File: src/sv/ocm_pkg.sv
// ocm_pkg: word types, operation and status codes shared by the offset / line-column map
// entry layout and position ordering used by both stores
// no dependencies
package ocm_pkg;

   localparam int unsigned ENTRY_CNT_W = 9;

   localparam logic [1:0] KIND_LOAD  = 2'd0;
   localparam logic [1:0] KIND_CLEAR = 2'd1;
   localparam logic [1:0] KIND_FWD   = 2'd2;
   localparam logic [1:0] KIND_REV   = 2'd3;

   localparam logic [1:0] STATUS_DONE    = 2'd0;
   localparam logic [1:0] STATUS_EXACT   = 2'd1;
   localparam logic [1:0] STATUS_NOMATCH = 2'd2;
   localparam logic [1:0] STATUS_LIMIT   = 2'd3;

   typedef struct packed {
      logic [1:0]  kind;
      logic [31:0] offset;
      logic [15:0] line;
      logic [15:0] column;
   } req_type;

   typedef struct packed {
      logic [1:0]             status;
      logic [15:0]            found_line;
      logic [15:0]            found_column;
      logic [31:0]            found_offset;
      logic [ENTRY_CNT_W-1:0] entry_count;
   } rsp_type;

   typedef struct packed {
      logic [31:0] offset;
      logic [15:0] line;
      logic [15:0] column;
   } entry_type;

   localparam int unsigned ENTRY_W = $bits(entry_type);

   // order by (line, column, offset): true when a sorts after b
   function automatic logic pos_above(entry_type a, entry_type b);
      logic res;
      if (a.line != b.line) begin
         res = a.line > b.line;
      end else if (a.column != b.column) begin
         res = a.column > b.column;
      end else begin
         res = a.offset > b.offset;
      end
      return res;
   endfunction

endpackage

File: src/sv/ocm_seq.sv
// ocm_seq: sequencer for loads (sorted insert by shifting), clears and binary-search queries
// drives the read/write ports of both stores; depends on ocm_pkg
module ocm_seq #(
   parameter int unsigned TABLE_DEPTH = 256,
   localparam int unsigned CNT_W      = $clog2(TABLE_DEPTH + 1),
   localparam int unsigned IDX_W      = $clog2(TABLE_DEPTH)
) (
   input  logic                          clock,
   input  logic                          reset,
   input  logic                          req_valid,
   output logic                          req_ready,
   input  ocm_pkg::req_type              req_data,
   output logic                          done_valid,
   input  logic                          done_ready,
   output ocm_pkg::rsp_type              done_data,
   output logic [IDX_W-1:0]              rd_addr,
   output logic                          off_wr_en,
   output logic [IDX_W-1:0]              off_wr_addr,
   output logic [ocm_pkg::ENTRY_W-1:0]   off_wr_data,
   input  logic [ocm_pkg::ENTRY_W-1:0]   off_rd_data,
   output logic                          pos_wr_en,
   output logic [IDX_W-1:0]              pos_wr_addr,
   output logic [ocm_pkg::ENTRY_W-1:0]   pos_wr_data,
   input  logic [ocm_pkg::ENTRY_W-1:0]   pos_rd_data
);

   typedef enum logic [6:0] {
      ST_IDLE     = 7'b0000001,
      ST_INS      = 7'b0000010,
      ST_INS_LAST = 7'b0000100,
      ST_SEARCH   = 7'b0001000,
      ST_CHECK    = 7'b0010000,
      ST_NEXT     = 7'b0100000,
      ST_RESP     = 7'b1000000
   } state_type;

   state_type          state_ff, state_in;
   logic [CNT_W-1:0]   count_ff, count_in;
   logic [CNT_W-1:0]   left_ff, left_in;
   logic [CNT_W-1:0]   right_ff, right_in;
   logic [CNT_W-1:0]   mid_ff, mid_in;
   logic [IDX_W-1:0]   idx_ff, idx_in;
   ocm_pkg::req_type   req_ff, req_in;
   ocm_pkg::rsp_type   res_ff, res_in;

   ocm_pkg::entry_type off_rd_e, pos_rd_e, new_entry, held_entry;
   logic               le_fwd, le_rev, le_sel;
   logic [CNT_W-1:0]   left_n, right_n, span_n, mid_n, next_idx;
   logic               accept;

   function automatic logic [ocm_pkg::ENTRY_CNT_W-1:0] to_entry_cnt(logic [CNT_W-1:0] c);
      logic [CNT_W+ocm_pkg::ENTRY_CNT_W-1:0] w;
      w = {{ocm_pkg::ENTRY_CNT_W{1'b0}}, c};
      return w[ocm_pkg::ENTRY_CNT_W-1:0];
   endfunction

   assign off_rd_e   = off_rd_data;
   assign pos_rd_e   = pos_rd_data;
   assign new_entry  = '{offset: req_data.offset, line: req_data.line,
                         column: req_data.column};
   assign held_entry = '{offset: req_ff.offset, line: req_ff.line,
                         column: req_ff.column};

   assign req_ready  = (state_ff == ST_IDLE);
   assign accept     = req_valid && req_ready;
   assign done_valid = (state_ff == ST_RESP);
   assign done_data  = res_ff;

   // one search step: the word read last cycle is the entry at mid_ff
   assign le_fwd = off_rd_e.offset <= req_ff.offset;
   assign le_rev = (pos_rd_e.line < req_ff.line) ||
                   ((pos_rd_e.line == req_ff.line) && (pos_rd_e.column <= req_ff.column));
   assign le_sel   = (req_ff.kind == ocm_pkg::KIND_REV) ? le_rev : le_fwd;
   assign left_n   = le_sel ? mid_ff : left_ff;
   assign right_n  = le_sel ? right_ff : mid_ff;
   assign span_n   = right_n - left_n;
   assign mid_n    = left_n + (span_n >> 1);
   assign next_idx = left_ff + CNT_W'(1);

   always_comb begin
      state_in    = state_ff;
      count_in    = count_ff;
      left_in     = left_ff;
      right_in    = right_ff;
      mid_in      = mid_ff;
      idx_in      = idx_ff;
      req_in      = req_ff;
      res_in      = res_ff;
      rd_addr     = '0;
      off_wr_en   = 1'b0;
      off_wr_addr = count_ff[IDX_W-1:0];
      off_wr_data = new_entry;
      pos_wr_en   = 1'b0;
      pos_wr_addr = '0;
      pos_wr_data = new_entry;

      case (state_ff)
         ST_IDLE: begin
            if (accept) begin
               req_in             = req_data;
               res_in             = '0;
               res_in.entry_count = to_entry_cnt(count_ff);
               state_in           = ST_RESP;
               case (req_data.kind)
                  ocm_pkg::KIND_LOAD: begin
                     if (count_ff == CNT_W'(TABLE_DEPTH)) begin
                        res_in.status = ocm_pkg::STATUS_LIMIT;
                     end else begin
                        off_wr_en          = 1'b1;
                        count_in           = count_ff + CNT_W'(1);
                        res_in.status      = ocm_pkg::STATUS_DONE;
                        res_in.entry_count = to_entry_cnt(count_ff + CNT_W'(1));
                        if (count_ff == '0) begin
                           pos_wr_en = 1'b1;
                        end else begin
                           // walk down from the top entry, shifting up as we go
                           idx_in   = IDX_W'(count_ff - CNT_W'(1));
                           rd_addr  = IDX_W'(count_ff - CNT_W'(1));
                           state_in = ST_INS;
                        end
                     end
                  end
                  ocm_pkg::KIND_CLEAR: begin
                     count_in           = '0;
                     res_in.status      = ocm_pkg::STATUS_DONE;
                     res_in.entry_count = '0;
                  end
                  default: begin
                     if (count_ff == '0) begin
                        res_in.status = ocm_pkg::STATUS_LIMIT;
                     end else begin
                        left_in  = '0;
                        right_in = count_ff;
                        if (count_ff > CNT_W'(1)) begin
                           mid_in   = count_ff >> 1;
                           rd_addr  = IDX_W'(count_ff >> 1);
                           state_in = ST_SEARCH;
                        end else begin
                           rd_addr  = '0;
                           state_in = ST_CHECK;
                        end
                     end
                  end
               endcase
            end
         end
         ST_INS: begin
            pos_wr_en   = 1'b1;
            pos_wr_addr = IDX_W'(idx_ff + IDX_W'(1));
            if (ocm_pkg::pos_above(pos_rd_e, held_entry)) begin
               pos_wr_data = pos_rd_e;
               if (idx_ff == '0) begin
                  state_in = ST_INS_LAST;
               end else begin
                  idx_in  = idx_ff - IDX_W'(1);
                  rd_addr = idx_ff - IDX_W'(1);
               end
            end else begin
               pos_wr_data = held_entry;
               state_in    = ST_RESP;
            end
         end
         ST_INS_LAST: begin
            pos_wr_en   = 1'b1;
            pos_wr_addr = '0;
            pos_wr_data = held_entry;
            state_in    = ST_RESP;
         end
         ST_SEARCH: begin
            left_in  = left_n;
            right_in = right_n;
            if (span_n > CNT_W'(1)) begin
               mid_in  = mid_n;
               rd_addr = mid_n[IDX_W-1:0];
            end else begin
               rd_addr  = left_n[IDX_W-1:0];
               state_in = ST_CHECK;
            end
         end
         ST_CHECK: begin
            state_in = ST_RESP;
            if (req_ff.kind == ocm_pkg::KIND_FWD) begin
               if (off_rd_e.offset == req_ff.offset) begin
                  res_in.status       = ocm_pkg::STATUS_EXACT;
                  res_in.found_line   = off_rd_e.line;
                  res_in.found_column = off_rd_e.column;
               end else begin
                  res_in.status = ocm_pkg::STATUS_NOMATCH;
               end
            end else begin
               if ((pos_rd_e.line == req_ff.line) && (pos_rd_e.column == req_ff.column)) begin
                  res_in.status       = ocm_pkg::STATUS_EXACT;
                  res_in.found_offset = pos_rd_e.offset;
               end else begin
                  res_in.status = ocm_pkg::STATUS_NOMATCH;
                  // look at the following entry for one on the same line
                  if (next_idx < count_ff) begin
                     rd_addr  = next_idx[IDX_W-1:0];
                     state_in = ST_NEXT;
                  end
               end
            end
         end
         ST_NEXT: begin
            if (pos_rd_e.line == req_ff.line) begin
               res_in.found_offset = pos_rd_e.offset;
            end
            state_in = ST_RESP;
         end
         ST_RESP: begin
            if (done_ready) begin
               state_in = ST_IDLE;
            end
         end
         default: begin
            state_in = ST_IDLE;
         end
      endcase
   end

   always_ff @(posedge clock) begin
      if (reset) begin
         state_ff <= ST_IDLE;
         count_ff <= '0;
      end else begin
         state_ff <= state_in;
         count_ff <= count_in;
      end
   end

   always_ff @(posedge clock) begin
      left_ff  <= left_in;
      right_ff <= right_in;
      mid_ff   <= mid_in;
      idx_ff   <= idx_in;
      req_ff   <= req_in;
      res_ff   <= res_in;
   end

   a_count_bound: assert property (@(posedge clock) disable iff (reset)
      count_ff <= CNT_W'(TABLE_DEPTH))
      else $error("entry count above table depth");

   a_ins_range: assert property (@(posedge clock) disable iff (reset)
      (state_ff == ST_INS) |-> ((CNT_W'(idx_ff) + CNT_W'(1)) < count_ff))
      else $error("insert shift beyond filled part of table");

   a_search_window: assert property (@(posedge clock) disable iff (reset)
      (state_ff == ST_SEARCH) |-> ((mid_ff > left_ff) && (mid_ff < right_ff) &&
                                  (right_ff <= count_ff)))
      else $error("search window out of range");

   a_done_hold: assert property (@(posedge clock) disable iff (reset)
      (done_valid && !done_ready) |=> (done_valid && $stable(done_data)))
      else $error("finished word lost while output stage busy");

   a_clear: assert property (@(posedge clock) disable iff (reset)
      (accept && (req_data.kind == ocm_pkg::KIND_CLEAR)) |=> (count_ff == '0))
      else $error("clear did not empty table");

endmodule
File: config.mk
export PLATFORM = sky130hd
export DESIGN_NAME = ocm_seq
export DESIGN_NICKNAME = d
export VERILOG_FILES = /design/src/sv/ocm_pkg.sv /design/src/sv/ocm_seq.sv
export SDC_FILE = /design/constraint.sdc
export NUM_CORES = 1
export LEC_CHECK = 0
export BUFFER_PORTS_ARGS = -buffer_cell sky130_fd_sc_hd__buf_2
export CORE_MARGIN = 2
export CORE_UTILIZATION = 47
export DETAILED_ROUTE_END_ITERATION = 7
export PLACE_DENSITY = 0.8
export SLEW_MARGIN = 10
export SYNTH_ARGS = -nofsm -noshare
export SYNTH_HDL_FRONTEND = slang
export SYNTH_SLANG_ARGS = --single-unit
File: constraint.sdc
create_clock -name clock -period 8.8 [get_ports clock]
set_clock_uncertainty 0.2 [all_clocks]
set_input_delay 1.32 -clock clock [delete_from_list [all_inputs] [get_ports clock]]
set_output_delay 1.32 -clock clock [all_outputs]
set_load 0.02 [all_outputs]
==> flow_summary.ini, run 1 <==
[status]
status = complete, but fails checks
violations = design-rule violations

[synth]
synth_edf_count = 176
syn_area_per_cell_um2 = 10.0
synth_cell_type_count = 72
async_reset_ff_share_pct = 0
ys_seq_area_share_pct = 42.4
syn_inst = 1322
postSynthNetCount = 1645
ys_ff_latch = 192
netlist_area_mm2 = 0.0132
dominantRegCellSynth = edfxtp_1
yosys_warnings = 0

[worst_setup_path]
arrival_ns = 7.22
crit_path_frequent_cell = buf_4
critPathKind = input pin to primary output
critPathBufInv = 5
cp-start-kind = input pin
cp_slowest_cell = or4_4
cp_cell_sequence = buf_2, ha_1, nand4_1, or4_4, o41a_1, a211oi_4, buf_4, mux2_4, ha_4, inv_1, a21o_1, a21oi_2, maj3_2, maj3_1, mux2_4, a31oi_4, xnor2_2, or4b_4, nor4_4, buf_4, and2b_1, xnor2_2, o221ai_2, buf_4
cp-end-kind = primary output
crit_family = simple AND/OR/NAND/NOR gates
cp_max_fo = 6
crit_required_ns = 7.28
cpPeakStageDelay_ns = 0.57

[clocking]
clock-sinks = 192
ctsHoldBuffers = 0
clkSlewWorstSetupHoldPaths_ns = 0.08
clkLatencyLatePin_ns = 0.45
root_buffer = clkbuf_16
tritoncts = done
cts_made_buffers = 17
htree_levels = 4
clockBufferDepth = 2

[placement]
dpl.hpwl_um = 33900
dpl_cell_area_mm2 = 0.0153
finalWeightedCongestion = 0.976
place.port_buffers = 428

[finish]
stdcell_area_mm2 = 0.0162
area_growth_pct = 22.8
final_layout_size_suffix_gt1_share_pct = 32.1
final_core_util_pct = 58.6
fin_nets = 1999

[route]
drtIter0Drc = 1525
vias = 12100
avgViaCountPerCell = 5.82
wl_um = 44600
drc_errors = 3
wire_per_inst_um = 21.5
first_pass_iters = 8
ant_nets = 0

[sta]
period_needed_ns = 8.74
whs_ns = 0.352
drv_slew = 0
final.period_utilization_pct = 99.4
max-slew-margin-rel_pct = 25.1
report.final.hold_viol_count = 0
worst_pin_slew_ns = 1.12
finalSetupViolCount = 0
timing.fmax_mhz = 114

[die]
die-area_mm2 = 0.0295
die_w_um = 172
start_util_pct = 47.7
core_area_mm2 = 0.0277
rows = 61
fp.dieH_um = 172
pin_count = 429

[pwr]
power_mw = 4.01
power_per_cell_area_mw_per_mm2 = 247
ir_worst_vdd_v = 0.000138
power.leakage_nw = 7.71

[grt]
grt_pass1_wl_um = 64400
grt_overflow_total = 0
track_usage_pct = 28.8
grt_pass1_vias = 11400
grt_start_max_net_pins = 73
antenna_found_initial = 10

[flow_run]
maxCapViolCount = 0

[worst_hold_path]
hold_path_class = flop to flop
[registers in the layout, summed over array words and instances, names as in the netlist]
signal      cells
left_ff         9
right_ff        9
idx_ff          8
count_ff        9
state_ff        7
done_data      75
mid_ff          9
held_entry     64
req_ff          2
[kinds of logic (layout without fill, tap and decap cells)]
family / Yosys count / count (layout) / synth area share [%]
compound gates: 264 / 264 / 14.7
xor+xnor: 51 / 51 / 3.38
fa+ha+maj: 130 / 130 / 12.3
buf+inv: 295 / 662 / 10.5
flops: 192 / 192 / 42.4
mux: 34 / 34 / 2.65
other cells: 0 / 7 / 0
simple gates: 356 / 356 / 14.1
[per-stage QoR]
| stage | setup WS [ns] | std cells | setup TNS (ns) |
|---|---|---|---|
| 6_report | 0.0555 | 2074 | 0 |
| 5_1_grt | -0.0703 | 2070 | -0.281 |
| 4_1_cts | 0.0787 | 2058 | 0 |
| 3_5_place_dp | 0.100 | 2026 | 0 |
| 3_3_place_gp | 0.207 | 2026 | 0 |
| 2_1_floorplan | 0.00629 | 1322 | 0 |
[layout by cell type, fill, tap and decap left out, drive strengths merged, types with 12 or more instances in the layout]
| cell type | netlist | routed |
|---|---|---|
| nand4 | 30 | 30 |
| ha | 124 | 124 |
| and2 | 37 | 37 |
| nor2b | 46 | 46 |
| a21oi | 68 | 68 |
| nand2b | 20 | 20 |
| inv | 166 | 170 |
| a21o | 23 | 23 |
| nand3 | 26 | 26 |
| edfxtp | 176 | 176 |
| nand2 | 81 | 81 |
| nor2 | 65 | 65 |
| dfxtp | 16 | 16 |
| mux2i | 26 | 26 |
| a222oi | 64 | 64 |
| buf | 83 | 461 |
| clkbuf | 44 | 26 |
| xnor2 | 39 | 39 |
| o21ai | 39 | 39 |
| nor3 | 12 | 12 |
| xor2 | 12 | 12 |
[path summary, 6_finish.rpt]
check                           start                       end  slack [ns]  cells after the start
max                   pos_rd_data[21]                rd_addr[2]        0.06                     24
min          count_ff[5]$_SDFFE_PP0P_  count_ff[5]$_SDFFE_PP0P_        0.35                      2
max reg2reg  held_entry[21]$_DFFE_PP_   mid_ff[8]$_SDFFCE_PN0P_        2.28                     22
min reg2reg  count_ff[5]$_SDFFE_PP0P_  count_ff[5]$_SDFFE_PP0P_        0.35                      2
[metal layers]
layer  vias up  track usage [%]  part of all wire (%)
met3       133             6.35                   9.1
met1      5707             35.4                    38
met4         4             13.1                   4.1
met5         -                0                 0.076
li1       5462                -                     -
met2       769             48.3                    48
[timing repair]
action / CTS / global route
gates resized for setup: 0 / 30
buffers inserted: 0 / 8
endpoints found under the setup margin: 0 / 8
[synth_stat cells (5+ instances only)]
cell type  instances  area (µm²)
nor4_1            10        62.6
nand4_1           29         181
o21ai_0           38         190
xnor2_1           39         342
and2_1            37         231
o221ai_1           6        52.6
nand2b_1          20         125
nand3_1           26         130
and3_1             6        37.5
nor2b_1           46         288
nand2_1           81         304
nor3_1            12        60.1
ha_1             124        1550
edfxtp_1         176        5290
mux2i_1           26         260
a21oi_1           68         340
inv_1            166         623
a21o_1            23         173
o21a_1            11        82.6
clkbuf_1          44         165
nor2_1            65         244
a21boi_0           5        37.5
maj3_1             5        50.1
mux2_2             7        78.8
dfxtp_1           16         320
a222oi_1          64         641
a31oi_1            6        37.5
o211ai_1           7        52.6
buf_4             73         548
buf_1              7        26.3
xor2_1            12         105
[power breakdown]
part | internal, mW | leakage, nW | switching (mW)
combinational | 0.704 | 5.58 | 1.12
sequential | 1.25 | 1.81 | 0.0843
clock | 0.476 | 0.319 | 0.377
total | 2.43 | 7.71 | 1.58
[tightest hold or removal path, stage by stage (launching register included)]
cell and delay [ns]:
dfxtp_1 0.37, nand2_1 0.08, a21oi_1 0.06
[area by class of cell]
class | instances | area [µm²]
antenna | 7 | 17.5
multi-input combinational | 835 | 6450
fill | 2349 | 11500
clock buffer | 26 | 597
timing repair buffer | 462 | 2420
inverter | 168 | 632
clock inverter | 6 | 43.8
tap | 378 | 473
sequential | 192 | 5610
Power figures use the tool's default switching activity.
==> inputs of run 2 (changes only) <==
CORE_UTILIZATION = 48   (was 47)
CTS_BUF_LIST = sky130_fd_sc_hd__clkbuf_4   (was default)
PLACE_DENSITY = 0.81   (was 0.8)
==> run 2 against run 1 <==
The flow now finishes without violations. Power down 8.9%. Global-route usage grew 0.087 points. Sequential share of layout area is 0.72 points higher. Design area shrank 2.0%. Cell count fell by 1.5%. Highest routed layer unchanged.
==> flow_summary.ini, run 2 (synthesis results as in run 1) <==
[status]
status = completed

[sta]
period_needed_ns = 8.71
tns_ns = 0
max-slew-margin-rel_pct = 19.8
drv_slew = 0
worst_pin_slew_ns = 1.20
final.period_utilization_pct = 99.0
whs_ns = 0.352
timing.fmax_mhz = 115
report.final.hold_viol_count = 0
finalSetupViolCount = 0

[finish]
layout_common_cells = 427 x buf_2, 176 x edfxtp_1, 165 x inv_1
register_area_mm2 = 0.00561
multi_input_area_mm2 = 0.00651
area_growth_pct = 20.3
final_common_cell = buf_2
fillers = 2328
fin_nets = 2001
largest_reg_flops = 75
final_layout_size_suffix_gt1_share_pct = 32.6

[route]
drc_errors = 0
wire_per_inst_um = 21.6
ant_nets = 0
vias = 12100
avgViaCountPerCell = 5.93
first_pass_iters = 8
drtIter0Drc = 1662
wl_um = 44200

[grt]
antenna_found_initial = 15
grt_overflow_total = 0
grt_pass1_wl_um = 63300
grt_start_max_net_pins = 67
grt_pass1_vias = 11100
track_usage_pct = 28.9

[worst_setup_path]
cp-end-kind = primary output
reg2reg_from = held_entry[31]$_DFFE_PP_
critPathKind = input pin to primary output
r2r_end = mid_ff[0]$_DFFE_PP_
cp-start-kind = input pin
cp_max_fo = 6
cp-startpoint = pos_rd_data[21]
crit_required_ns = 7.28
arrival_ns = 7.19
worstSetupEndpoint = rd_addr[2]
rr_worst_depth = 23
regToRegSetupSlack_ns = 2.23

[clocking]
ctsHoldBuffers = 0
clkSlewWorstSetupHoldPaths_ns = 0.16
clockBufferDepth = 2
htree_levels = 4
clkLatencyLatePin_ns = 0.58
clock-sinks = 192
tritoncts = done
cts_made_buffers = 17
root_buffer = clkbuf_4

[die]
die_w_um = 170
pin_count = 429
fp.dieH_um = 170
die-area_mm2 = 0.0289
start_util_pct = 48.9
rows = 60
core_area_mm2 = 0.0270

[pwr]
power_mw = 3.65
power.leakage_nw = 7.55
power_per_cell_area_mw_per_mm2 = 230
ir_worst_vdd_v = 0.000144

[placement]
place.port_buffers = 428
dpl.hpwl_um = 33900
finalWeightedCongestion = 1.06

[worst_hold_path]
hold_path_class = flop to flop

[flow_run]
maxCapViolCount = 0
## run 2: cell count changes in the layout (fill, tap and decap cells not counted), moves of 3 or more
cell | previous run | this run
buf_4 | 32 | 35
clkbuf_4 | 0 | 19
ha_4 | 5 | 9
inv_8 | 0 | 3
diode_2 | 7 | 10
ha_1 | 119 | 114
clkbuf_16 | 23 | 0
## run 2: timing repair
| action | 4_1_cts | 5_1_grt |
|---|---|---|
| setup endpoints to repair | 0 | 8 |
| setup buffers | 0 | 13 |
| resized for setup | 0 | 35 |
| endpoints found under the hold margin | 0 | 0 |
## run 2: how the worst min path moves through the flow
stage	endpoint	slack (ns)	cells after the start	startpoint
after CTS	count_ff[4]$_SDFFE_PP0P_	0.35	2	count_ff[4]$_SDFFE_PP0P_
after global routing	count_ff[4]$_SDFFE_PP0P_	0.37	2	count_ff[4]$_SDFFE_PP0P_
after global placement	count_ff[4]$_SDFFE_PP0P_	0.32	2	count_ff[4]$_SDFFE_PP0P_
final	count_ff[4]$_SDFFE_PP0P_	0.35	2	count_ff[4]$_SDFFE_PP0P_
after floorplan	count_ff[5]$_SDFFE_PP0P_	0.28	2	count_ff[5]$_SDFFE_PP0P_
after detailed placement	count_ff[4]$_SDFFE_PP0P_	0.32	2	count_ff[4]$_SDFFE_PP0P_
## run 2: area by class of cell
| cell class | instances | area share (%) |
|---|---|---|
| multi-input cells | 835 | 40.9 |
| well taps | 341 | 2.68 |
| repair buffers | 464 | 15.3 |
| clock buffers | 19 | 0.897 |
| diodes | 10 | 0.157 |
| clock inverters | 13 | 0.810 |
| inverters | 168 | 3.97 |
| flip-flops and latches | 192 | 35.2 |
## run 2: power breakdown
group          total, mW  switching [mW]  internal (mW)
Clock              0.490           0.336          0.154
Sequential          1.34          0.0847           1.25
Combinational       1.83            1.12          0.708
Total               3.65            1.54           2.11
## run 2: critical path: stages
cell and delay (ns):
buf_2 0.12, ha_4 0.26, nand4_1 0.19, or4_4 0.55, o41a_1 0.47, a211oi_4 0.30, buf_12 0.16, buf_4 0.11
mux2i_2 0.21, inv_1 0.08, ha_1 0.30, a21o_1 0.14, a21oi_2 0.07, maj3_2 0.32, maj3_1 0.36, mux2_4 0.28
a31oi_4 0.18, xnor2_2 0.14, or4b_4 0.49, nor4_4 0.34, and2b_2 0.27, xnor2_2 0.13, o221ai_2 0.19, buf_4 0.19
## run 2: metal layers
metal | vias to the layer above | track usage (%) | part of all wire (%)
met2 | 792 | 46.1 | 46
li1 | 5467 | - | -
met4 | 8 | 10.3 | 3.4
met5 | - | 0 | 0.12
met1 | 5721 | 37.4 | 39
met3 | 114 | 8.44 | 12
## run 2: through the flow
stage,cell area (µm²),utilization [%],setup WS [ns],instances
final,15900,58.8,0.0907,2042
after global routing,15900,58.8,-0.0710,2033
after CTS,15500,57.5,0.0863,2019
after detailed placement,15300,56.5,0.103,1987
after global placement,15300,56.5,0.208,1987
after floorplan,13200,-,0.00629,1322
